$ cat src/design/isb_pkg.sv
// shared types and constants of the image scale-by-two block
// no dependencies
package isb_pkg;

    localparam int DEF_MAX_WIDTH  = 1024;
    localparam int DEF_MAX_HEIGHT = 1024;
    localparam int PIX_W          = 8;
    localparam int DIM_W          = 11;
    localparam int MODE_W         = 3;
    localparam int CFG_IDX_W      = 2;
    localparam int SUB_W          = 2;
    localparam int QUEUE_DEPTH    = 4;

    localparam logic [MODE_W-1:0] MODE_HALF_W    = 3'd1;
    localparam logic [MODE_W-1:0] MODE_HALF_H    = 3'd2;
    localparam logic [MODE_W-1:0] MODE_HALF_BOTH = 3'd3;
    localparam logic [MODE_W-1:0] MODE_DBL_W     = 3'd4;
    localparam logic [MODE_W-1:0] MODE_DBL_H     = 3'd5;
    localparam logic [MODE_W-1:0] MODE_DBL_BOTH  = 3'd6;

    localparam logic [CFG_IDX_W-1:0] REG_MODE       = 2'd0;
    localparam logic [CFG_IDX_W-1:0] REG_SRC_WIDTH  = 2'd1;
    localparam logic [CFG_IDX_W-1:0] REG_SRC_HEIGHT = 2'd2;

    localparam logic [DIM_W-1:0] RST_SRC_DIM = 11'd1024;

    // how the back end expands one job into output pixels
    typedef enum logic [1:0] {
        KIND_ONE,
        KIND_DUP_COL,
        KIND_DUP_ROW,
        KIND_DUP_BOTH
    } t_kind;

    typedef struct packed {
        t_kind             kind;
        logic [PIX_W-1:0]  pixel;
        logic [DIM_W-1:0]  col;
        logic [DIM_W-1:0]  row;
        logic              frame_end;
    } t_job;

    typedef struct packed {
        logic [MODE_W-1:0] mode;
        logic              restart;
    } t_cfg_ctl;

endpackage

$ cat src/design/isb_fifo.sv
// small job queue between front and back end
// depends on isb_pkg
module isb_fifo import isb_pkg::*; #(
    parameter int DEPTH = QUEUE_DEPTH
) (
    input  logic i_clk,
    input  logic i_rst_n,
    input  logic i_push_valid,
    input  t_job i_push_data,
    output logic o_push_ready,
    output logic o_pop_valid,
    output t_job o_pop_data,
    input  logic i_pop_ready
);

    localparam int PTR_W = $clog2(DEPTH);
    localparam int CNT_W = $clog2(DEPTH + 1);

    t_job             r_mem [DEPTH];
    logic [PTR_W-1:0] r_wp, r_rp;
    logic [CNT_W-1:0] r_count;
    logic             push, pop;

    assign o_push_ready = (r_count != CNT_W'(DEPTH));
    assign o_pop_valid  = (r_count != '0);
    assign o_pop_data   = r_mem[r_rp];
    assign push         = i_push_valid && o_push_ready;
    assign pop          = o_pop_valid && i_pop_ready;

    always_ff @(posedge i_clk) begin
        if (!i_rst_n) begin
            r_wp    <= '0;
            r_rp    <= '0;
            r_count <= '0;
        end else begin
            if (push) begin
                r_wp <= (r_wp == PTR_W'(DEPTH - 1)) ? '0 : r_wp + PTR_W'(1);
            end
            if (pop) begin
                r_rp <= (r_rp == PTR_W'(DEPTH - 1)) ? '0 : r_rp + PTR_W'(1);
            end
            if (push && !pop) begin
                r_count <= r_count + CNT_W'(1);
            end else if (pop && !push) begin
                r_count <= r_count - CNT_W'(1);
            end
        end
    end

    always_ff @(posedge i_clk) begin
        if (push) begin
            r_mem[r_wp] <= i_push_data;
        end
    end

endmodule

$ cat config.mk
export PLATFORM = sky130hd
export DESIGN_NAME = isb_fifo
export DESIGN_NICKNAME = d
export VERILOG_FILES = /design/src/design/isb_pkg.sv /design/src/design/isb_fifo.sv
export SDC_FILE = /design/constraint.sdc
export NUM_CORES = 1
export LEC_CHECK = 0
export BUFFER_PORTS_ARGS = -buffer_cell sky130_fd_sc_hd__buf_2
export CAP_MARGIN = 20
export CORE_AREA = 5 5 102 104
export DETAILED_ROUTE_END_ITERATION = 16
export DIE_AREA = 0 0 107 109
export PLACE_DENSITY_LB_ADDON = 0.08
export SLEW_MARGIN = 15
export SYNTH_ARGS = -nofsm -noshare
export SYNTH_HDL_FRONTEND = slang
export SYNTH_SLANG_ARGS = --single-unit
$ cat constraint.sdc
create_clock -name i_clk -period 4.7 [get_ports i_clk]
set_input_delay 0.705 -clock i_clk [delete_from_list [all_inputs] [get_ports i_clk]]
set_output_delay 0.705 -clock i_clk [all_outputs]
set_load 0.05 [all_outputs]
# Word-level counts from Yosys, hierarchy flattened
# Memories as Yosys holds them, arrays and structs flattened. A register that Yosys moved wholly into a read port is not among the register bits.
# Cells that the tools add are included.
[op_classes] n_addsub=4 eq_ne=3 muxes=8 reduce_logical=8
[op_table] op="2-bit two-way mux" n=4
[op_table] op="3-bit two-way mux" n=2
[op_table] op="2-bit by 1-bit adder with 2-bit output (second input constant)" n=2
[op_table] op="2-bit == test (second input constant)" n=2
[op_table] op="1-bit logical AND" n=4
[op_table] op="3-bit by 1-bit adder with 3-bit output (second input constant)" n=1
[op_table] op="3-bit != test (second input constant)" n=1
[op_table] op="3-bit nonzero test" n=1
[op_table] op="3-bit by 1-bit subtractor with 3-bit output (second input constant)" n=1
[op_table] op="1-bit logical NOT" n=2
[op_table] op="1-bit two-way mux" n=2
[op_table] op="2-bit nonzero test" n=1
[word_totals] ff_bits=7 ram_bits=132 memories=1
[memory_table] name="r_mem" depth=4 width=33 read_ports=1 rd_clocked_by_memory_dff=1 write_ports=1 line="isb_fifo.sv:19" source="t_job r_mem [DEPTH];"

# Longest topological paths before layout
[depth] depth_word=6 ltp_mapped=9 ltp_nobuf=8

# Worst setup path before layout
# Ideal clock, no wire load.
[synth_path] path_kind="input to register" from="input port i_pop_ready" to="register r_count[2]" setup_time_ps=76 arrival_time_ps=2188 slack_ps=2436 path_stages=7 cell_sequence="o31ai_1 -> ha_1 -> inv_1 -> fa_1 -> xor2_1 -> or3_2 -> a21boi_0"
[synth_between] elab_chain_len=4 elab_cells_between_ends=6 cone_classes="mux (1); reduce/logical (5)"
[synth_rtl] element="from (decl)" line="isb_fifo.sv:13" source="input logic i_pop_ready"
[synth_rtl] element="1-bit logical AND (*)" line="isb_fifo.sv:28" source="assign pop = o_pop_valid && i_pop_ready;"
[synth_rtl] element="1-bit logical NOT" line="isb_fifo.sv:42" source="if (push && !pop) begin"
[synth_rtl] element="1-bit logical AND" line="isb_fifo.sv:42"
[synth_rtl] element="3-bit two-way mux or 2-bit nonzero test (tied branches)"
[synth_rtl] element="to (signal assigned)" line="isb_fifo.sv:43" source="r_count <= r_count + CNT_W'(1);"
[synth_rtl] element="to (signal assigned)" line="isb_fifo.sv:45" source="r_count <= r_count - CNT_W'(1);"
[synth_rtl] element="to (decl)" line="isb_fifo.sv:21" source="logic [CNT_W-1:0] r_count;"
# Mark *: on every way between the ends. The rest lies on a longest branch, timed or not.
# A chain may end at the register's enable or synchronous reset.

==> impl_metrics.py <==
metrics = {
    "yosys": {
        "syn_inst": 224,
        "synth_commonest_cells": "edfxtp_1 (132), mux4_2 (33), dfxtp_1 (9)",
        "ys.flop_type": "edfxtp_1",
        "ys_top_cells_by_area": "edfxtp_1 (76%), mux4_2 (14%), dfxtp_1 (3.4%), ha_1 (1.4%), and3_2 (0.57%)",
        "synth_edf_count": 132,
        "synth_seq_area_share_pct": 79.0,
        "syn-cell-area_um2": 5250,
        "ys_seq_elements": 141,
        "yosys.area.top_type": "edfxtp_1",
        "avgSynthCellArea_um2": 23.4,
        "syn_nets": 268,
        "synth_top_area_share_pct": 75.6,
        "synthDistinctLibCells": 28,
        "synthArstFlopShare_pct": 0,
        "ys_warn_count": 0,
        "synth_most_common_cell": "edfxtp_1",
    },
    "critical_path": {
        "r2r-start": "r_count[1]",
        "critPathRequiredTime_ns": 3.99,
        "reg2reg_depth": 7,
        "endpoint_kind": "primary output",
        "rrSetupSlack_ns": 2.26,
        "critPathKind": "reg -> out",
        "critPathMaxFanout": 19,
        "regToRegEndpoint": "r_count[2]",
        "critPathLaunchType": "register",
        "arrival_ns": 2.49,
    },
    "hold_path": {
        "hold_class": "in -> reg",
        "hp-start": "i_push_data[26]",
        "holdPathEnd": "r_mem[2][26]",
        "hold_depth": 1,
    },
    "place": {
        "dp_cells": 400,
        "portBuffers": 71,
        "dp_hpwl_um": 4930,
        "dp_slack_ns": 1.96,
        "place.gp.congestion": 0.698,
        "placed_area_um2": 5690,
    },
    "die": {
        "core_area_um2": 9460,
        "die_w_um": 107,
        "start_util_pct": 55.4,
        "die_area_um2": 11700,
        "rows": 36,
        "die_h_um": 109,
        "io_pins": 72,
    },
    "run_status": {
        "status": "finished clean",
    },
    "cts": {
        "cts_root_buf": "clkbuf_8",
        "cts_sinks": 141,
        "cts_buffer_depth": 2,
        "post_cts_buffers": 0,
        "clk_pin_slew_worst_paths_ns": 0.06,
        "htreeDepth": 4,
        "cts_tree": "yes",
        "hold_buffers": 0,
        "cts_buffers": 17,
        "clk_latency_ns": 0.51,
        "ctsResizeCount": 0,
    },
    "pwr": {
        "power_mw": 3.97,
        "p_per_area_nw_per_um2": 633,
        "p_leak_nw": 2.17,
        "max-vdd-ir-drop_uv": 361,
    },
    "global_route": {
        "grt-ovfl-total": 0,
        "antenna_found_initial": 0,
        "grt_pass1_vias": 2531,
        "grt_pass1_wl_um": 13300,
        "grt_max_degree": 34,
        "grtUsageTotal_pct": 15.7,
    },
    "timing": {
        "setup_viol": 0,
        "finalHoldWorstSlack_ns": 0.411,
        "hold_violations": 0,
        "post-route-period-util_pct": 68.0,
        "fmax_ghz": 0.313,
        "tightest_slew_ns": 0.881,
        "drv_slew": 0,
        "tns_ns": 0,
        "rsz0062_at_grt": "no",
        "skew_ns": 0.00649,
        "slew_headroom_pct": 41.3,
        "fin_crit_ns": 3.20,
        "worst_slack_ns": 1.50,
    },
    "drt": {
        "via_count": 2374,
        "drtIter0Drc": 103,
        "avgRoutedWirePerCell_um": 19.3,
        "ant_nets": 0,
        "drtPass1Iterations": 4,
        "wl_um": 8330,
        "drc": 0,
        "viasPerCell": 5.50,
    },
    "final_layout": {
        "fin_area_um2": 6270,
        "areaGrowthSynthToFinish_pct": 19.5,
        "fin_util_pct": 66.3,
        "diodes": 0,
        "layout-drive-gt1-share_pct": 43.1,
        "finalNonFillerCells": 432,
        "fin_nets": 349,
    },
    "flow_run": {
        "cap_violations": 0,
    },
}
==> cells by family (layout without fill, tap and decap cells) <==
logic type	after synthesis	after routing	share of synthesized area, %
xor+xnor	2	2	0.334
compound gates	6	6	0.668
buf+inv	13	107	1.38
mux	35	35	14.6
simple gates	20	20	2.24
flops	141	141	79.0
fa+ha+maj	7	7	1.81
==> how the worst max path moves through the flow <==
stage                      startpoint             end  slack (ns)  depth (start not counted)
after floorplan           i_pop_ready      r_count[2]        2.44                          7
after global placement       register  o_pop_data[14]        2.00                          3
after detailed placement     register  o_pop_data[29]        1.96                          3
after CTS                    register  o_pop_data[32]        1.40                          3
after global routing         register  o_pop_data[32]        1.29                          3
final                        register  o_pop_data[27]        1.50                          3
==> report_power, final <==
group / internal, mW / switching (mW) / total (mW)
sequential: 1.53 / 0.0955 / 1.63
clock: 0.852 / 0.447 / 1.30
combinational: 0.339 / 0.705 / 1.04
==> final cells by class <==
| class | instances | area [um2] |
|---|---|---|
| clock inverters | 10 | 145 |
| fillers | 635 | 3190 |
| repair buffers | 72 | 363 |
| clock buffers | 22 | 433 |
| multi-input cells | 70 | 1030 |
| well taps | 114 | 143 |
| flip-flops and latches | 141 | 4150 |
| inverters | 3 | 11.3 |
==> registers in the layout, summed over array words and instances (netlist names), named ones only <==
register,cells
r_count,3
r_wp,2
r_rp,2
r_mem,132
==> per-layer routing <==
metal  up-vias  routed length (um)  GRT usage [%]
met1      1211                3550           19.3
met4         0                 103           6.30
met2        59                4300           26.3
met5         -                   0              0
met3         8                 370           5.09
li1       1096                   -              -
==> cells in the final DEF, fill, tap and decap left out <==
cell       count
edfxtp_1     132
ha_1           6
and2_4         1
nor2_1         2
buf_4          1
o21ai_1        1
nor2b_1        1
a21boi_0       1
nand4_1        1
bufinv_16      4
xnor2_1        1
clkbuf_8       1
or3_2          2
fa_1           1
and2_1         1
and3_2         4
nand3_1        2
mux4_2        33
inv_1          3
nand2_1        5
clkbuf_16     16
clkinv_2       2
o31ai_1        1
dfxtp_2        2
buf_2         71
clkbuf_1       5
xor2_1         1
mux2i_1        2
dfxtp_1        7
o21ai_0        3
clkinv_1       4
or3b_1         1
==> worst max-delay path, stage by stage (launching register included) <==
cell	delay (ns)
dfxtp_2	0.75
buf_4	0.42
mux4_2	0.55
buf_2	0.23
(Power assumes the default switching activity.)
