**src/design/isb_pkg.sv**
```systemverilog
// shared types and constants of the image scale-by-two block
// no dependencies
package isb_pkg;

    localparam int DEF_MAX_WIDTH  = 1024;
    localparam int DEF_MAX_HEIGHT = 1024;
    localparam int PIX_W          = 8;
    localparam int DIM_W          = 11;
    localparam int MODE_W         = 3;
    localparam int CFG_IDX_W      = 2;
    localparam int SUB_W          = 2;
    localparam int QUEUE_DEPTH    = 4;

    localparam logic [MODE_W-1:0] MODE_HALF_W    = 3'd1;
    localparam logic [MODE_W-1:0] MODE_HALF_H    = 3'd2;
    localparam logic [MODE_W-1:0] MODE_HALF_BOTH = 3'd3;
    localparam logic [MODE_W-1:0] MODE_DBL_W     = 3'd4;
    localparam logic [MODE_W-1:0] MODE_DBL_H     = 3'd5;
    localparam logic [MODE_W-1:0] MODE_DBL_BOTH  = 3'd6;

    localparam logic [CFG_IDX_W-1:0] REG_MODE       = 2'd0;
    localparam logic [CFG_IDX_W-1:0] REG_SRC_WIDTH  = 2'd1;
    localparam logic [CFG_IDX_W-1:0] REG_SRC_HEIGHT = 2'd2;

    localparam logic [DIM_W-1:0] RST_SRC_DIM = 11'd1024;

    // how the back end expands one job into output pixels
    typedef enum logic [1:0] {
        KIND_ONE,
        KIND_DUP_COL,
        KIND_DUP_ROW,
        KIND_DUP_BOTH
    } t_kind;

    typedef struct packed {
        t_kind             kind;
        logic [PIX_W-1:0]  pixel;
        logic [DIM_W-1:0]  col;
        logic [DIM_W-1:0]  row;
        logic              frame_end;
    } t_job;

    typedef struct packed {
        logic [MODE_W-1:0] mode;
        logic              restart;
    } t_cfg_ctl;

endpackage

```
**src/design/isb_ifs.sv**
```systemverilog


interface isb_out_if import isb_pkg::*; ();
    logic             valid;
    logic             ready;
    logic [PIX_W-1:0] pixel_out;
    logic [DIM_W-1:0] out_col;
    logic [DIM_W-1:0] out_row;
    logic             run_last;
    logic             frame_end;

    modport source (output valid, output pixel_out, output out_col, output out_row,
                    output run_last, output frame_end, input ready);
    modport sink   (input valid, input pixel_out, input out_col, input out_row,
                    input run_last, input frame_end, output ready);
endinterface


```
**src/design/isb_back.sv**
```systemverilog
// back end: expands each job into one, two or four output pixels
// with a registered output stage; depends on isb_pkg and isb_ifs
module isb_back import isb_pkg::*; (
    input  logic       i_clk,
    input  logic       i_rst_n,
    input  logic       i_job_valid,
    input  t_job       i_job,
    output logic       o_job_ready,
    isb_out_if.source  o_pix
);

    t_job             r_cur;
    logic             r_cur_valid;
    logic [SUB_W-1:0] r_k;
    logic             r_out_valid;
    logic [PIX_W-1:0] r_pix;
    logic [DIM_W-1:0] r_ocol, r_orow;
    logic             r_run_last, r_fend;

    logic             emit, sub_last, take, col_off, row_off;
    logic [SUB_W-1:0] k_last;

    always_comb begin
        unique case (r_cur.kind)
            KIND_ONE: begin
                k_last  = SUB_W'(0);
                col_off = 1'b0;
                row_off = 1'b0;
            end
            KIND_DUP_COL: begin
                k_last  = SUB_W'(1);
                col_off = r_k[0];
                row_off = 1'b0;
            end
            KIND_DUP_ROW: begin
                k_last  = SUB_W'(1);
                col_off = 1'b0;
                row_off = r_k[0];
            end
            KIND_DUP_BOTH: begin
                k_last  = SUB_W'(3);
                col_off = r_k[0];
                row_off = r_k[1];
            end
        endcase
    end

    assign emit        = r_cur_valid && (!r_out_valid || o_pix.ready);
    assign sub_last    = (r_k == k_last);
    assign take        = !r_cur_valid || (emit && sub_last);
    assign o_job_ready = take;

    always_ff @(posedge i_clk) begin
        if (!i_rst_n) begin
            r_cur_valid <= 1'b0;
            r_k         <= '0;
            r_out_valid <= 1'b0;
        end else begin
            if (take) begin
                r_cur_valid <= i_job_valid;
                r_k         <= '0;
            end else if (emit) begin
                r_k <= r_k + SUB_W'(1);
            end
            if (emit) begin
                r_out_valid <= 1'b1;
            end else if (o_pix.ready) begin
                r_out_valid <= 1'b0;
            end
        end
    end

    always_ff @(posedge i_clk) begin
        if (take && i_job_valid) begin
            r_cur <= i_job;
        end
        // base coordinates of duplicated jobs are even, so the offset is an or
        if (emit) begin
            r_pix      <= r_cur.pixel;
            r_ocol     <= r_cur.col | DIM_W'(col_off);
            r_orow     <= r_cur.row | DIM_W'(row_off);
            r_run_last <= sub_last;
            r_fend     <= sub_last && r_cur.frame_end;
        end
    end

    assign o_pix.valid     = r_out_valid;
    assign o_pix.pixel_out = r_pix;
    assign o_pix.out_col   = r_ocol;
    assign o_pix.out_row   = r_orow;
    assign o_pix.run_last  = r_run_last;
    assign o_pix.frame_end = r_fend;

endmodule

```
**src/flat_wrapper.sv**
```systemverilog
// flat-port wrapper written by rule: the top's interface ports become plain ports
module isb_back_flat import isb_pkg::*;
  (i_clk, i_rst_n, i_job_valid, i_job, o_job_ready, o_pix_valid, o_pix_pixel_out, o_pix_out_col, o_pix_out_row, o_pix_run_last, o_pix_frame_end, o_pix_ready);
  isb_out_if o_pix_i ();
  input  logic i_clk;
  input  logic i_rst_n;
  input  logic i_job_valid;
  input  t_job i_job;
  output logic o_job_ready;
  output wire logic [$bits(o_pix_i.valid)-1:0] o_pix_valid;
  output wire logic [$bits(o_pix_i.pixel_out)-1:0] o_pix_pixel_out;
  output wire logic [$bits(o_pix_i.out_col)-1:0] o_pix_out_col;
  output wire logic [$bits(o_pix_i.out_row)-1:0] o_pix_out_row;
  output wire logic [$bits(o_pix_i.run_last)-1:0] o_pix_run_last;
  output wire logic [$bits(o_pix_i.frame_end)-1:0] o_pix_frame_end;
  input wire logic [$bits(o_pix_i.ready)-1:0] o_pix_ready;
  assign o_pix_valid = o_pix_i.valid;
  assign o_pix_pixel_out = o_pix_i.pixel_out;
  assign o_pix_out_col = o_pix_i.out_col;
  assign o_pix_out_row = o_pix_i.out_row;
  assign o_pix_run_last = o_pix_i.run_last;
  assign o_pix_frame_end = o_pix_i.frame_end;
  assign o_pix_i.ready = o_pix_ready;
  isb_back u_core (.i_clk(i_clk), .i_rst_n(i_rst_n), .i_job_valid(i_job_valid), .i_job(i_job), .o_job_ready(o_job_ready), .o_pix(o_pix_i));
endmodule
```
**config.mk**
```make
export PLATFORM = sky130hd
export DESIGN_NAME = isb_back_flat
export DESIGN_NICKNAME = d
export VERILOG_FILES = /design/src/design/isb_pkg.sv /design/src/design/isb_ifs.sv /design/src/design/isb_back.sv /design/src/flat_wrapper.sv
export SDC_FILE = /design/constraint.sdc
export NUM_CORES = 1
export LEC_CHECK = 0
export BUFFER_PORTS_ARGS = -buffer_cell sky130_fd_sc_hd__buf_4
export CORE_MARGIN = 5
export CORE_UTILIZATION = 49
export DETAILED_ROUTE_END_ITERATION = 12
export GPL_TIMING_DRIVEN = 1
export MAX_ROUTING_LAYER = met4
export PLACE_DENSITY = 0.86
export REMOVE_ABC_BUFFERS = 1
export SLEW_MARGIN = 30
export SYNTH_ARGS = -nofsm -noshare
export SYNTH_HDL_FRONTEND = slang
export SYNTH_SLANG_ARGS = --single-unit
```
**constraint.sdc**
```tcl
create_clock -name i_clk -period 3.4 [get_ports i_clk]
set_input_delay 0.68 -clock i_clk [delete_from_list [all_inputs] [get_ports i_clk]]
set_output_delay 0.68 -clock i_clk [all_outputs]
set_load 0.005 [all_outputs]
```
After elaboration in Yosys (flattened, before gate mapping). Index checks and enable logic that the tools add are counted.

Input bits: 37. Output and inout port bits: 34. Register bits after elaboration: 69. Word-level logic and storage cells: 41.

Add/subtract/negate cells: 1. Muxes and demuxes: 5. Reductions and logical operators: 15. Equal/unequal tests: 4. Bitwise logic cells: 3.

Operator list (count): $or 11x1->11 (2); $reduce_or 2->1 (5); $pmux 2 s3 (1); $eq 2x2->1 const B (2); $logic_and 1x1->1 (4); $pmux 1 s3 (1); $add 2x1->2 const B (1); $eq 2x1->1 const B (1); $eq 2x2->1 (1); $logic_not 1->1 (2); $logic_not 2->1 (1); $logic_or 1x1->1 (2); $mux 1 (2); $pmux 1 s2 (1); $reduce_bool 2->1 (1); $not 1->1 (1).

Longest topological paths before layout.
Depth after elaboration: 7. Depth in mapped cells: 4. Gate-level depth less buffers: 4.

Least setup slack after synthesis. No wires, ideal clock.

Kind: input -> register. From: in o_pix_ready. To: reg u_core.r_fend (netlist: u_core.o_pix.frame_end) (enable). Buffers on the path: 0. Required time: 2.979 ns. Arrival time: 2.260 ns. Stages on the path: 2. Path slack: 0.719 ns. Cells stage by stage: and2b_1 -> nor2_1.

Cells in the longest elaborated chain, start to end: 2.

Ends and longest elaborated chain: from (decl) (RTL line flat_wrapper.sv:16) `input wire logic [$bits(o_pix_i.ready)-1:0] o_pix_ready;`; $logic_or 1x1->1 (RTL line isb_back.sv:48) `assign emit = r_cur_valid && (!r_out_valid || o_pix.ready);`; $logic_and 1x1->1 (RTL line isb_back.sv:48); net u_core.emit (RTL line isb_back.sv:20) `logic emit, sub_last, take, col_off, row_off;`; to (signal assigned) (RTL line isb_back.sv:83) `r_fend <= sub_last && r_cur.frame_end;`; to (decl) (RTL line isb_back.sv:18) `logic r_run_last, r_fend;`.

The timed path passes the listed nets, and every way through them passes these cells. A chain may end at the register's enable or synchronous reset.

Worst setup path after layout.
From: reg u_core.r_cur[32] (netlist name). To: out o_job_ready.

Cells in the longest elaborated chain, start to end: 6. Elaborated cells between the ends (all ways): 9.

Ends and longest elaborated chain: from (decl) (RTL line isb_back.sv:12) `t_job r_cur;`; from (signal assigned) (RTL line isb_back.sv:75) `r_cur <= i_job;`; $eq 2x1->1 / $eq 2x2->1 (equally long branches) (RTL line isb_back.sv:24) `unique case (r_cur.kind)`; $reduce_or 2->1 (no line); $pmux 2 s3 * (RTL line isb_back.sv:24); $eq 2x2->1 * (RTL line isb_back.sv:49) `assign sub_last = (r_k == k_last);`; $logic_and 1x1->1 * (RTL line isb_back.sv:50) `assign take = !r_cur_valid || (emit && sub_last);`; $logic_or 1x1->1 * (RTL line isb_back.sv:50); to (decl) (RTL line flat_wrapper.sv:9) `output logic o_job_ready;`.

Every way passes the cells marked *; elsewhere a longest branch is shown, timed or not.

==> flow_summary.toml <==
[run_status]
status = "finished clean"

[final_layout]
fill_cells = 278
fin_area_um2 = 3060
n_antenna_cell = 0
final_layout_size_suffix_gt1_share_pct = 48.9
fin_cells = 240
areaGrowthSynthToFinish_pct = 36.8
fin_nets = 221

[logic_synthesis]
synth_top_area_cell = "edfxtp_1"
post_synth_and_or_nand_nor_area_fraction_pct = 2.97
synthAdderAreaFrac_pct = 0.560
synth.distinct_cells = 23
syn_inst = 100
synthTopCellsByArea = "edfxtp_1, dfxtp_1, o311ai_0, a211oi_2, and2_1"
synth.area.mux_share_pct = 0
yosysSeqAreaShare_pct = 90.9
synth_top_family_by_area = "compound AO/OA/AOI/OAI gates"
ys_warn_count = 0
avgSynthCellArea_um2 = 22.3
synth_compound_area_share_pct = 5.04
synth_top_area_share_pct = 87.3
synth_seq_cells = 69
synth_xor_area_share_pct = 0
synth_area_um2 = 2230

[floorplanning]
io_pins = 71
core_um2 = 4380
die_y_um = 77.5
start_util_pct = 51.0
dieArea_um2 = 6010
num_rows = 24
die_x_um = 77.5

[clocking]
post-cts-setup-buffer-count = 0
clock_latency_ps = 330
root_buffer = "clkbuf_8"
path_clk_slew_ps = 70
cts_buffers = 9
postCtsHoldBufs = 0
htree_levels = 3
cts_max_path_buffers = 2
cts_tree = "done"
post_cts_resized = 0
clock-sinks = 69

[hold_path]
min_path_type = "reg2reg"

[placement]
placed_cells = 224
gp_congestion = 0.828
hpwlAfterDp_mm = 2.95
placed_cell_area_um2 = 2840
io_buffers = 70

[global_routing]
grt_pass1_vias = 1271
antenna_found_initial = 0
grt_first_pass_wirelength_mm = 6.64
grtUsageTotal_pct = 15.3
grt-ovfl-total = 0
grt_max_degree = 34

[setup_path]
worstSetupEndpointType = "output port"
r2r_slack_ps = 1230
worstSetupStartpointType = "flop"
worstPathMaxFanout = 7
cp.arrival_ps = 1870
worst-setup-path-type = "reg2out"
required_ps = 2720

[timing]
hold_viol = 0
setup_viol = 0
fmax_ghz = 0.392
rsz0062_at_grt = "false"
tns_ps = 0
maxSlewViolCount = 0
worstMarginPinSlew_ps = 662
period_share_pct = 75.0
relSlewSlack_pct = 55.8
period_needed_ps = 2550
fin_worst_skew_ps = 6.81

[power]
vdd_drop_max_mv = 0.311
power_w = 0.00184
p_per_area_nw_per_um2 = 602
cellLeakagePower_nw = 1.18

[detailed_routing]
drc = 0
wl_mm = 4.06
wl_per_cell_um = 16.9
drt_first_pass_iters = 4
ant_nets = 0
drt-initial-drc-count = 66
vias_per_cell = 4.85
dr_total_vias = 1163

[flow_run]
maxCapViolations = 0
==> registers in the layout, indices dropped and copies added (netlist names) <==
| name | count |
|---|---|
| u_core.r_cur | 33 |
| u_core.o_pix.out_col | 11 |
| u_core.o_pix.out_row | 11 |
| u_core.o_pix.pixel_out | 8 |
| u_core.r_k | 2 |
| u_core.o_pix.frame_end | 1 |
| u_core.o_pix.run_last | 1 |
| u_core.o_pix.valid | 1 |
| u_core.r_cur_valid | 1 |
==> worst paths after layout <==
check,from,endpoint,depth (start not counted)
worst max-delay path,u_core.r_cur[32],o_job_ready,5
worst min register to register,u_core.r_cur[6],u_core.o_pix.out_row[5],0
worst max register to register,u_core.r_cur[32],u_core.r_cur[31],5
worst min-delay path,u_core.r_cur[6],u_core.o_pix.out_row[5],0
==> Yosys cell counts <==
| cell type | count |
|---|---|
| nand2_1 | 3 |
| a21oi_1 | 2 |
| a21oi_2 | 1 |
| o2111ai_1 | 1 |
| nor2_1 | 3 |
| o21a_1 | 1 |
| a211oi_2 | 1 |
| nand2b_1 | 2 |
| or3_4 | 1 |
| o21bai_1 | 1 |
| a21o_2 | 1 |
| inv_1 | 3 |
| dfxtp_1 | 4 |
| o21ai_1 | 1 |
| o21ai_0 | 1 |
| a21boi_0 | 1 |
| edfxtp_1 | 65 |
| o311ai_0 | 2 |
| a31oi_1 | 1 |
| and2_1 | 2 |
| a21o_1 | 1 |
| and2b_1 | 1 |
| ha_1 | 1 |
==> metal layers <==
layer	vias up	part of all wire (%)	GRT usage, %
met1	540	36	16.6
met5	-	0	-
met4	0	1.9	7.73
li1	562	-	-
met3	6	8.7	6.02
met2	55	54	24.2
==> cell usage in the layout (no fill, tap or decap) <==
master / Yosys / layout
buf_4: 0 / 72
edfxtp_1: 65 / 65
clkbuf_8: 0 / 9
dfxtp_1: 4 / 4
inv_1: 3 / 3
nand2_1: 3 / 3
nand2b_1: 2 / 2
and2_1: 2 / 2
o311ai_0: 2 / 2
a21oi_1: 2 / 2
nor2_1: 3 / 2
clkinv_2: 0 / 2
bufinv_16: 0 / 2
and2b_1: 1 / 1
nor2_2: 0 / 1
o21ai_1: 1 / 1
or3_4: 1 / 1
a211oi_2: 1 / 1
o21a_1: 1 / 1
a21o_2: 1 / 1
o21bai_1: 1 / 1
a21o_1: 1 / 1
a21oi_2: 1 / 1
o21ai_0: 1 / 1
o2111ai_1: 1 / 1
a31oi_1: 1 / 1
a21boi_0: 1 / 1
ha_1: 1 / 1
clkinv_4: 0 / 1
clkinvlp_4: 0 / 1
clkinv_1: 0 / 1
==> power by group <==
group	switching [W]	internal [W]
clock	0.000286	0.000409
sequential	0.0000201	0.00100
combinational	0.0000564	0.0000683
==> through the flow <==
step | hold WS [ps] | setup WS [ps] | utilization (%)
3_5_place_dp | 405 | 1150 | 64.8
2_1_floorplan | 400 | 719 | -
3_3_place_gp | 404 | 1240 | 64.8
6_report | 419 | 851 | 69.7
5_1_grt | 431 | 686 | 69.7
4_1_cts | 421 | 837 | 69.7
==> cell families (layout without fill, tap and decap cells) <==
family / after synthesis / count (layout)
compound gates: 15 / 15
fa+ha+maj: 1 / 1
buf+inv: 3 / 91
flops: 69 / 69
simple gates: 12 / 12
==> critical path: stages, from the launching register on <==
cell,delay (ps)
edfxtp_1,470
and2_1,210
ha_1,360
a211oi_2,270
nand2b_1,130
buf_4,100
==> cell type report <==
class	instances	area, um2	share of cell area, %
Sequential cell	69	2030	66.5
Timing Repair Buffer	72	541	17.7
Clock buffer	9	124	4.05
Clock inverter	7	90.1	2.95
Multi-Input combinational cell	28	194	6.34
Inverter	3	11.3	0.368
Tap cell	52	65.1	2.13
(Power assumes the default switching activity.)
