File: src/design/isb_pkg.sv
// shared types and constants of the image scale-by-two block
// no dependencies
package isb_pkg;

    localparam int DEF_MAX_WIDTH  = 1024;
    localparam int DEF_MAX_HEIGHT = 1024;
    localparam int PIX_W          = 8;
    localparam int DIM_W          = 11;
    localparam int MODE_W         = 3;
    localparam int CFG_IDX_W      = 2;
    localparam int SUB_W          = 2;
    localparam int QUEUE_DEPTH    = 4;

    localparam logic [MODE_W-1:0] MODE_HALF_W    = 3'd1;
    localparam logic [MODE_W-1:0] MODE_HALF_H    = 3'd2;
    localparam logic [MODE_W-1:0] MODE_HALF_BOTH = 3'd3;
    localparam logic [MODE_W-1:0] MODE_DBL_W     = 3'd4;
    localparam logic [MODE_W-1:0] MODE_DBL_H     = 3'd5;
    localparam logic [MODE_W-1:0] MODE_DBL_BOTH  = 3'd6;

    localparam logic [CFG_IDX_W-1:0] REG_MODE       = 2'd0;
    localparam logic [CFG_IDX_W-1:0] REG_SRC_WIDTH  = 2'd1;
    localparam logic [CFG_IDX_W-1:0] REG_SRC_HEIGHT = 2'd2;

    localparam logic [DIM_W-1:0] RST_SRC_DIM = 11'd1024;

    // how the back end expands one job into output pixels
    typedef enum logic [1:0] {
        KIND_ONE,
        KIND_DUP_COL,
        KIND_DUP_ROW,
        KIND_DUP_BOTH
    } t_kind;

    typedef struct packed {
        t_kind             kind;
        logic [PIX_W-1:0]  pixel;
        logic [DIM_W-1:0]  col;
        logic [DIM_W-1:0]  row;
        logic              frame_end;
    } t_job;

    typedef struct packed {
        logic [MODE_W-1:0] mode;
        logic              restart;
    } t_cfg_ctl;

endpackage

File: src/design/isb_ifs.sv


interface isb_cfg_if import isb_pkg::*; ();
    logic                 valid;
    logic                 ready;
    logic [CFG_IDX_W-1:0] index;
    logic [DIM_W-1:0]     data;

    modport source (output valid, output index, output data, input ready);
    modport sink   (input valid, input index, input data, output ready);
endinterface

File: src/design/isb_cfg.sv
// configuration registers: mode and clamped source dimensions
// depends on isb_pkg and isb_ifs
module isb_cfg import isb_pkg::*; #(
    parameter int MAX_WIDTH  = DEF_MAX_WIDTH,
    parameter int MAX_HEIGHT = DEF_MAX_HEIGHT
) (
    input  logic                          i_clk,
    input  logic                          i_rst_n,
    isb_cfg_if.sink                       i_cfg,
    output t_cfg_ctl                      o_ctl,
    output logic [$clog2(MAX_WIDTH)-1:0]  o_w_last,
    output logic [$clog2(MAX_WIDTH)-1:0]  o_w_pair_last,
    output logic [$clog2(MAX_HEIGHT)-1:0] o_h_last,
    output logic [$clog2(MAX_HEIGHT)-1:0] o_h_pair_last
);

    localparam int CW    = $clog2(MAX_WIDTH);
    localparam int RW    = $clog2(MAX_HEIGHT);
    localparam int WEW   = $clog2(MAX_WIDTH + 1);
    localparam int HEW   = $clog2(MAX_HEIGHT + 1);
    localparam int EW0   = (WEW > HEW) ? WEW : HEW;
    localparam int EW    = (EW0 > DIM_W) ? EW0 : DIM_W;

    // zero reads as one, anything above the maximum as the maximum
    function automatic logic [EW-1:0] f_eff(input logic [DIM_W-1:0] v,
                                            input logic [EW-1:0] maxv);
        logic [EW-1:0] ve;
        ve = EW'(v);
        if (v == '0)
            f_eff = EW'(1);
        else if (ve > maxv)
            f_eff = maxv;
        else
            f_eff = ve;
    endfunction

    logic [MODE_W-1:0] r_mode;
    logic [CW-1:0]     r_w_last, r_w_pair_last;
    logic [RW-1:0]     r_h_last, r_h_pair_last;
    logic [EW-1:0]     w_eff, h_eff, w_rst, h_rst;
    logic              wr;

    assign i_cfg.ready = 1'b1;
    assign wr          = i_cfg.valid && i_cfg.ready;
    assign w_eff       = f_eff(i_cfg.data, EW'(MAX_WIDTH));
    assign h_eff       = f_eff(i_cfg.data, EW'(MAX_HEIGHT));
    assign w_rst       = f_eff(RST_SRC_DIM, EW'(MAX_WIDTH));
    assign h_rst       = f_eff(RST_SRC_DIM, EW'(MAX_HEIGHT));

    always_ff @(posedge i_clk) begin
        if (!i_rst_n) begin
            r_mode        <= MODE_HALF_W;
            r_w_last      <= CW'(w_rst - EW'(1));
            r_w_pair_last <= CW'((w_rst & ~EW'(1)) - EW'(1));
            r_h_last      <= RW'(h_rst - EW'(1));
            r_h_pair_last <= RW'((h_rst & ~EW'(1)) - EW'(1));
        end else if (wr) begin
            unique case (i_cfg.index)
                REG_MODE: begin
                    r_mode <= i_cfg.data[MODE_W-1:0];
                end
                REG_SRC_WIDTH: begin
                    r_w_last      <= CW'(w_eff - EW'(1));
                    r_w_pair_last <= CW'((w_eff & ~EW'(1)) - EW'(1));
                end
                REG_SRC_HEIGHT: begin
                    r_h_last      <= RW'(h_eff - EW'(1));
                    r_h_pair_last <= RW'((h_eff & ~EW'(1)) - EW'(1));
                end
                default: begin
                end
            endcase
        end
    end

    // any write to an existing register restarts the frame
    assign o_ctl.restart = wr && (i_cfg.index == REG_MODE || i_cfg.index == REG_SRC_WIDTH ||
                                  i_cfg.index == REG_SRC_HEIGHT);
    assign o_ctl.mode    = r_mode;
    assign o_w_last      = r_w_last;
    assign o_w_pair_last = r_w_pair_last;
    assign o_h_last      = r_h_last;
    assign o_h_pair_last = r_h_pair_last;

endmodule

File: src/flat_wrapper.sv
// flat-port wrapper written by rule: the top's interface ports become plain ports
module isb_cfg_flat import isb_pkg::*;
#(
    parameter int MAX_WIDTH  = DEF_MAX_WIDTH,
    parameter int MAX_HEIGHT = DEF_MAX_HEIGHT
)
  (i_clk, i_rst_n, o_ctl, o_w_last, o_w_pair_last, o_h_last, o_h_pair_last, i_cfg_valid, i_cfg_index, i_cfg_data, i_cfg_ready);
  isb_cfg_if i_cfg_i ();
  input  logic i_clk;
  input  logic i_rst_n;
  output t_cfg_ctl o_ctl;
  output logic [$clog2(MAX_WIDTH)-1:0] o_w_last;
  output logic [$clog2(MAX_WIDTH)-1:0] o_w_pair_last;
  output logic [$clog2(MAX_HEIGHT)-1:0] o_h_last;
  output logic [$clog2(MAX_HEIGHT)-1:0] o_h_pair_last;
  input wire logic [$bits(i_cfg_i.valid)-1:0] i_cfg_valid;
  input wire logic [$bits(i_cfg_i.index)-1:0] i_cfg_index;
  input wire logic [$bits(i_cfg_i.data)-1:0] i_cfg_data;
  output wire logic [$bits(i_cfg_i.ready)-1:0] i_cfg_ready;
  assign i_cfg_i.valid = i_cfg_valid;
  assign i_cfg_i.index = i_cfg_index;
  assign i_cfg_i.data = i_cfg_data;
  assign i_cfg_ready = i_cfg_i.ready;
  isb_cfg #(.MAX_WIDTH(MAX_WIDTH), .MAX_HEIGHT(MAX_HEIGHT)) u_core (.i_clk(i_clk), .i_rst_n(i_rst_n), .i_cfg(i_cfg_i), .o_ctl(o_ctl), .o_w_last(o_w_last), .o_w_pair_last(o_w_pair_last), .o_h_last(o_h_last), .o_h_pair_last(o_h_pair_last));
endmodule
File: config.mk
export PLATFORM = sky130hd
export DESIGN_NAME = isb_cfg_flat
export DESIGN_NICKNAME = d
export VERILOG_FILES = /design/src/design/isb_pkg.sv /design/src/design/isb_ifs.sv /design/src/design/isb_cfg.sv /design/src/flat_wrapper.sv
export SDC_FILE = /design/constraint.sdc
export NUM_CORES = 1
export LEC_CHECK = 0
export BUFFER_PORTS_ARGS = -buffer_cell sky130_fd_sc_hd__buf_2
export CORE_MARGIN = 5
export CORE_UTILIZATION = 46
export DETAILED_ROUTE_END_ITERATION = 8
export PLACE_DENSITY_LB_ADDON = 0.08
export SLEW_MARGIN = 0
export SYNTH_ARGS = -nofsm -noshare
export SYNTH_HDL_FRONTEND = slang
export SYNTH_SLANG_ARGS = --single-unit
File: constraint.sdc
create_clock -name i_clk -period 2.2 [get_ports i_clk]
set_input_delay 0.11 -clock i_clk [delete_from_list [all_inputs] [get_ports i_clk]]
set_output_delay 0.11 -clock i_clk [all_outputs]
set_load 0.05 [all_outputs]
After elaboration in Yosys (flattened, before gate mapping)
Index checks and enable logic that the tools add are counted.
{"block": "classes", "eq_ne": 2, "add_sub_neg": 2, "n_lt_le_gt_ge": 1, "n_shift": 0, "n_reduce_logical": 8, "n_mux": 2, "bitwise": 0, "div": 0, "mul": 0}
{"operator": "two-way mux 10 bit", "n": 2}
{"operator": "subtractor 10 x 1 -> 10 bit, second input constant", "n": 2}
{"operator": "greater-than comparator 11 bit, second input constant", "n": 1}
{"operator": "zero test 11 bit", "n": 1}
{"operator": "AND reduction 2 bit", "n": 3}
{"operator": "== test 2 x 1 -> 1 bit, second input constant", "n": 1}
{"operator": "== test 2 bit, second input constant", "n": 1}
{"operator": "zero test 2 bit", "n": 1}
{"operator": "logical OR 1 bit", "n": 2}
{"operator": "logical AND 1 bit", "n": 1}
{"block": "word_totals", "memories": 0, "inputBits": 16, "output_inout_bits": 45, "ram_bits": 0, "ff_bits": 43, "mem_bits_ro": 0, "latchBits": 0}

Longest topological paths before layout
{"block": "logic_depth", "ltp_word": 4, "mapped_depth": 11, "mapped_depth_nobuf": 9}

Least setup slack after synthesis
Ideal clock, no wire load.
{"block": "synth_path", "path_type": "input to register", "startpoint": "in i_cfg_data[10]", "endpoint": "reg u_core.r_h_last[5], in the netlist u_core.o_h_last[5]", "t_arrival_ns": 2.071, "n_path_buf": 3, "required_time_ns": 2.137, "cell_stages": 11, "slack_ns": 0.066, "path_cell_list": "clkbuf_1 inv_1 clkbuf_1 nand2_1 ha_1 clkbuf_1 inv_1 a32oi_1 a21oi_1 or4_1 nand3_1"}
{"block": "synth_via", "elab_chain_len": 4}
{"item": "start: declaration", "line": "flat_wrapper.sv:18", "rtl": "input wire logic [$bits(i_cfg_i.data)-1:0] i_cfg_data;"}
{"item": "greater-than comparator 11 bit", "line": "isb_cfg.sv:31", "rtl": "else if (ve > maxv)"}
{"item": "two-way mux 10 bit", "line": "isb_cfg.sv:31"}
{"item": "two-way mux 10 bit *", "line": "isb_cfg.sv:29", "rtl": "if (v == '0)"}
{"item": "subtractor 10 x 1 -> 10 bit *", "line": "isb_cfg.sv:67", "rtl": "r_h_last <= RW'(h_eff - EW'(1));"}
{"item": "end signal: assignment", "line": "isb_cfg.sv:55", "rtl": "r_h_last <= RW'(h_rst - EW'(1));"}
{"item": "end signal: assignment", "line": "isb_cfg.sv:67"}
{"item": "end: declaration", "line": "isb_cfg.sv:39", "rtl": "logic [RW-1:0] r_h_last, r_h_pair_last;"}
Mark *: on every way between the ends. The rest lies on a longest branch, timed or not.
A chain may end at the register's enable or synchronous reset.

Worst setup path in the final report
{"block": "layout_path", "startpoint": "in i_cfg_data[10]", "endpoint": "reg u_core.r_h_last[7], in the netlist u_core.o_h_last[7]"}
Same word-level chain as after synthesis.

==> results.toml <==
[clocking]
clkTransAtPathRegs_ns = 0.08
post_cts_resized = 0
cts_buffers = 5
cts_setup_buffers = 0
clk_latency_ns = 0.29
cts_tree = "built"
holdBufCountCts = 0
root_buffer = "clkbuf_8"
clock_sinks = 41
cts_buffer_depth = 2
htreeDepth = 2

[detailed_routing]
vias = 1864
drt-total-wl_um = 4990
drc = 0
drt_iter0_markers = 185
routedWlPerCell_um = 14.7
antenna_left = 0
drt_first_pass_iters = 4
vias_per_cell = 5.48

[worst_setup_path]
cp-end-kind = "flop"
cp.arrival_ns = 1.89
worstSetupPathType = "input port to flop"
worst-path-max-fanout = 11
crit_cells = 9
worst_path_most_repeated_cell = "nor2b_1"
cpPeakStageDelay_ns = 0.36
path_buf_inv = 2
required_ns = 2.32
critical_path.top_delay_family = "compound AO/OA/AOI/OAI gates"
slowest_stage = "nor2b_1"
crit_chain = "buf_2, nor2b_1, inv_1, ha_1, nor2b_1, a32o_1, a21oi_1, a211oi_1, o311ai_0"
start_kind = "input port"
rr_worst_depth = 2

[grt]
antenna_found_initial = 0
grt_pass1_wl_um = 8250
grt_pass1_vias = 1709
grt-ovfl-total = 0
grt_usage_pct = 19.0
grt_max_degree = 44

[die]
die_area_mm2 = 0.00571
die_x_um = 75.6
chipHeight_um = 75.6
start_util_pct = 48.4
core_mm2 = 0.00409
rows = 23
io_pins = 61

[sta]
min_period_ns = 1.77
slew_violations = 0
relSlewSlack_pct = 55.8
max_clock_freq_mhz = 566
fin_worst_skew_ns = 0
setup_viol = 0
final.setup.tns_ns = 0
tightest_slew_ns = 0.663
hold_viol = 0
min_period_over_period_pct = 80.3
rsz0062_at_grt = "false"

[status]
status = "finished, final reports clean"

[logic_synthesis]
synth_most_common_cell = "dfxtp_1"
ys_ff_latch = 41
synth-edff-count = 0
synth_top_flop_cell = "dfxtp_1"
synth_cell_types = 46
ys_seq_area_share_pct = 41.5
synthCells = 241
synthTopCellsByArea = "dfxtp_1 (41%), o211ai_1 (8.3%), nand2_1 (7.4%)"
syn_area_mm2 = 0.00198
synthTopCellsByCount = "dfxtp_1 (41), nand2_1 (39), o211ai_1 (22)"
syn_avg_cell_area_um2 = 8.21
ys.warnings.count = 0
synth_largest_area_cell = "dfxtp_1"
post-synth-top-area-fraction_pct = 41.5
ys_async_sr_fraction_pct = 0

[finish]
syn_to_final_growth_pct = 18.7
fillers = 400
nets = 307
insertedDiodeCount = 0
fin_util_pct = 57.5
final_layout_size_suffix_gt1_share_pct = 24.5

[place]
hpwlAfterDp_um = 3710
place.gp.congestion = 0.884
port_buffers = 57

[pwr]
p_per_area_mw_per_mm2 = 706
ir_drop_v = 0.000476
leakagePower_nw = 1.02

[hold_path]
min_path_cells = 3
holdCritPathClass = "input port to flop"

[job]
maxCapViolations = 0
## placed cells by master (no fill, tap or decap), types with 3 or more instances in the layout
cell type,netlist,final
inv_1,4,4
o21ai_0,5,5
a31oi_1,4,4
clkbuf_8,0,5
dfxtp_1,41,41
a21oi_1,11,11
buf_2,1,57
mux2i_1,3,3
nor2b_1,8,8
nand3_1,7,7
nor2_1,20,20
buf_4,3,4
conb_1,1,3
nand2_1,39,39
nor3_1,5,5
nor3b_1,7,7
o211ai_1,22,22
nor4_1,3,3
o311ai_0,4,4
xnor2_1,3,3
## power breakdown
group / internal (mW) / total (mW) / switching (mW)
clock: 0.223 / 0.480 / 0.256
combinational: 0.102 / 0.387 / 0.285
sequential: 0.777 / 0.792 / 0.0153
## routing by layer
layer,vias up,part of all wire [%],GRT usage (%)
met5,-,0,0
met4,0,1.1,5.63
met3,5,6.1,5.01
met2,53,44,28.7
met1,855,49,26.7
li1,951,-,-
## layout make-up
class / instances / area (µm²) / area share (%)
Multi-Input combinational cell: 175 / 1040 / 44.5
Sequential cell: 41 / 821 / 34.9
Timing Repair Buffer: 61 / 315 / 13.4
Clock buffer: 6 / 72.6 / 3.09
Tap cell: 50 / 62.6 / 2.66
Inverter: 5 / 18.8 / 0.799
Clock inverter: 2 / 15.0 / 0.639
## final timing paths
path / slack, ns / startpoint / to
setup / recovery: 0.43 / i_cfg_data[10] / u_core.o_h_last[7]$_SDFFE_PN1P_
hold / removal: 0.15 / i_cfg_data[0] / u_core.r_mode[0]$_SDFFE_PN1P_
setup reg to reg: 1.52 / u_core.o_h_last[9]$_SDFFE_PN1P_ / u_core.o_h_last[9]$_SDFFE_PN1P_
hold reg to reg: 0.48 / u_core.o_w_pair_last[7]$_SDFFE_PN1P_ / u_core.o_w_pair_last[7]$_SDFFE_PN1P_
## cell families (layout without fill, tap and decap cells)
kind of cell             after synthesis  in the layout  synth area share (%)
adder cells (fa/ha/maj)                2              2                  1.26
AND/OR/NAND/NOR                      104            104                  26.7
buffers and inverters                 27             74                  6.13
multiplexers                           3              3                  1.52
flip-flops                            41             41                  41.5
AO/OA/AOI/OAI                         58             58                  20.5
other                                  1              3                 0.189
XOR/XNOR                               5              5                  2.21
## metrics by stage
stage	area, µm²	setup WS (ns)	hold WS [ns]	total power [mW]	std cells
after floorplan	1990	0.0660	0.238	1.10	243
after global placement	2260	0.140	0.432	1.20	332
after detailed placement	2260	0.180	0.446	1.20	332
after CTS	2350	0.469	0.138	1.68	340
after global routing	2350	0.238	0.180	1.74	340
final	2350	0.433	0.146	1.66	340
## sequential cells by signal (all words and copies together) (netlist names)
register / flops
u_core.o_w_pair_last: 9
u_core.o_h_last: 10
u_core.o_w_last: 10
u_core.o_h_pair_last: 9
u_core.r_mode: 3
## worst reg2reg max path, cell delays in order (launching register included)
cell and delay [ns]:
dfxtp_1 0.31, nor3b_1 0.19, a21oi_1 0.07
No activity file was read; power rests on OpenSTA's default activity.
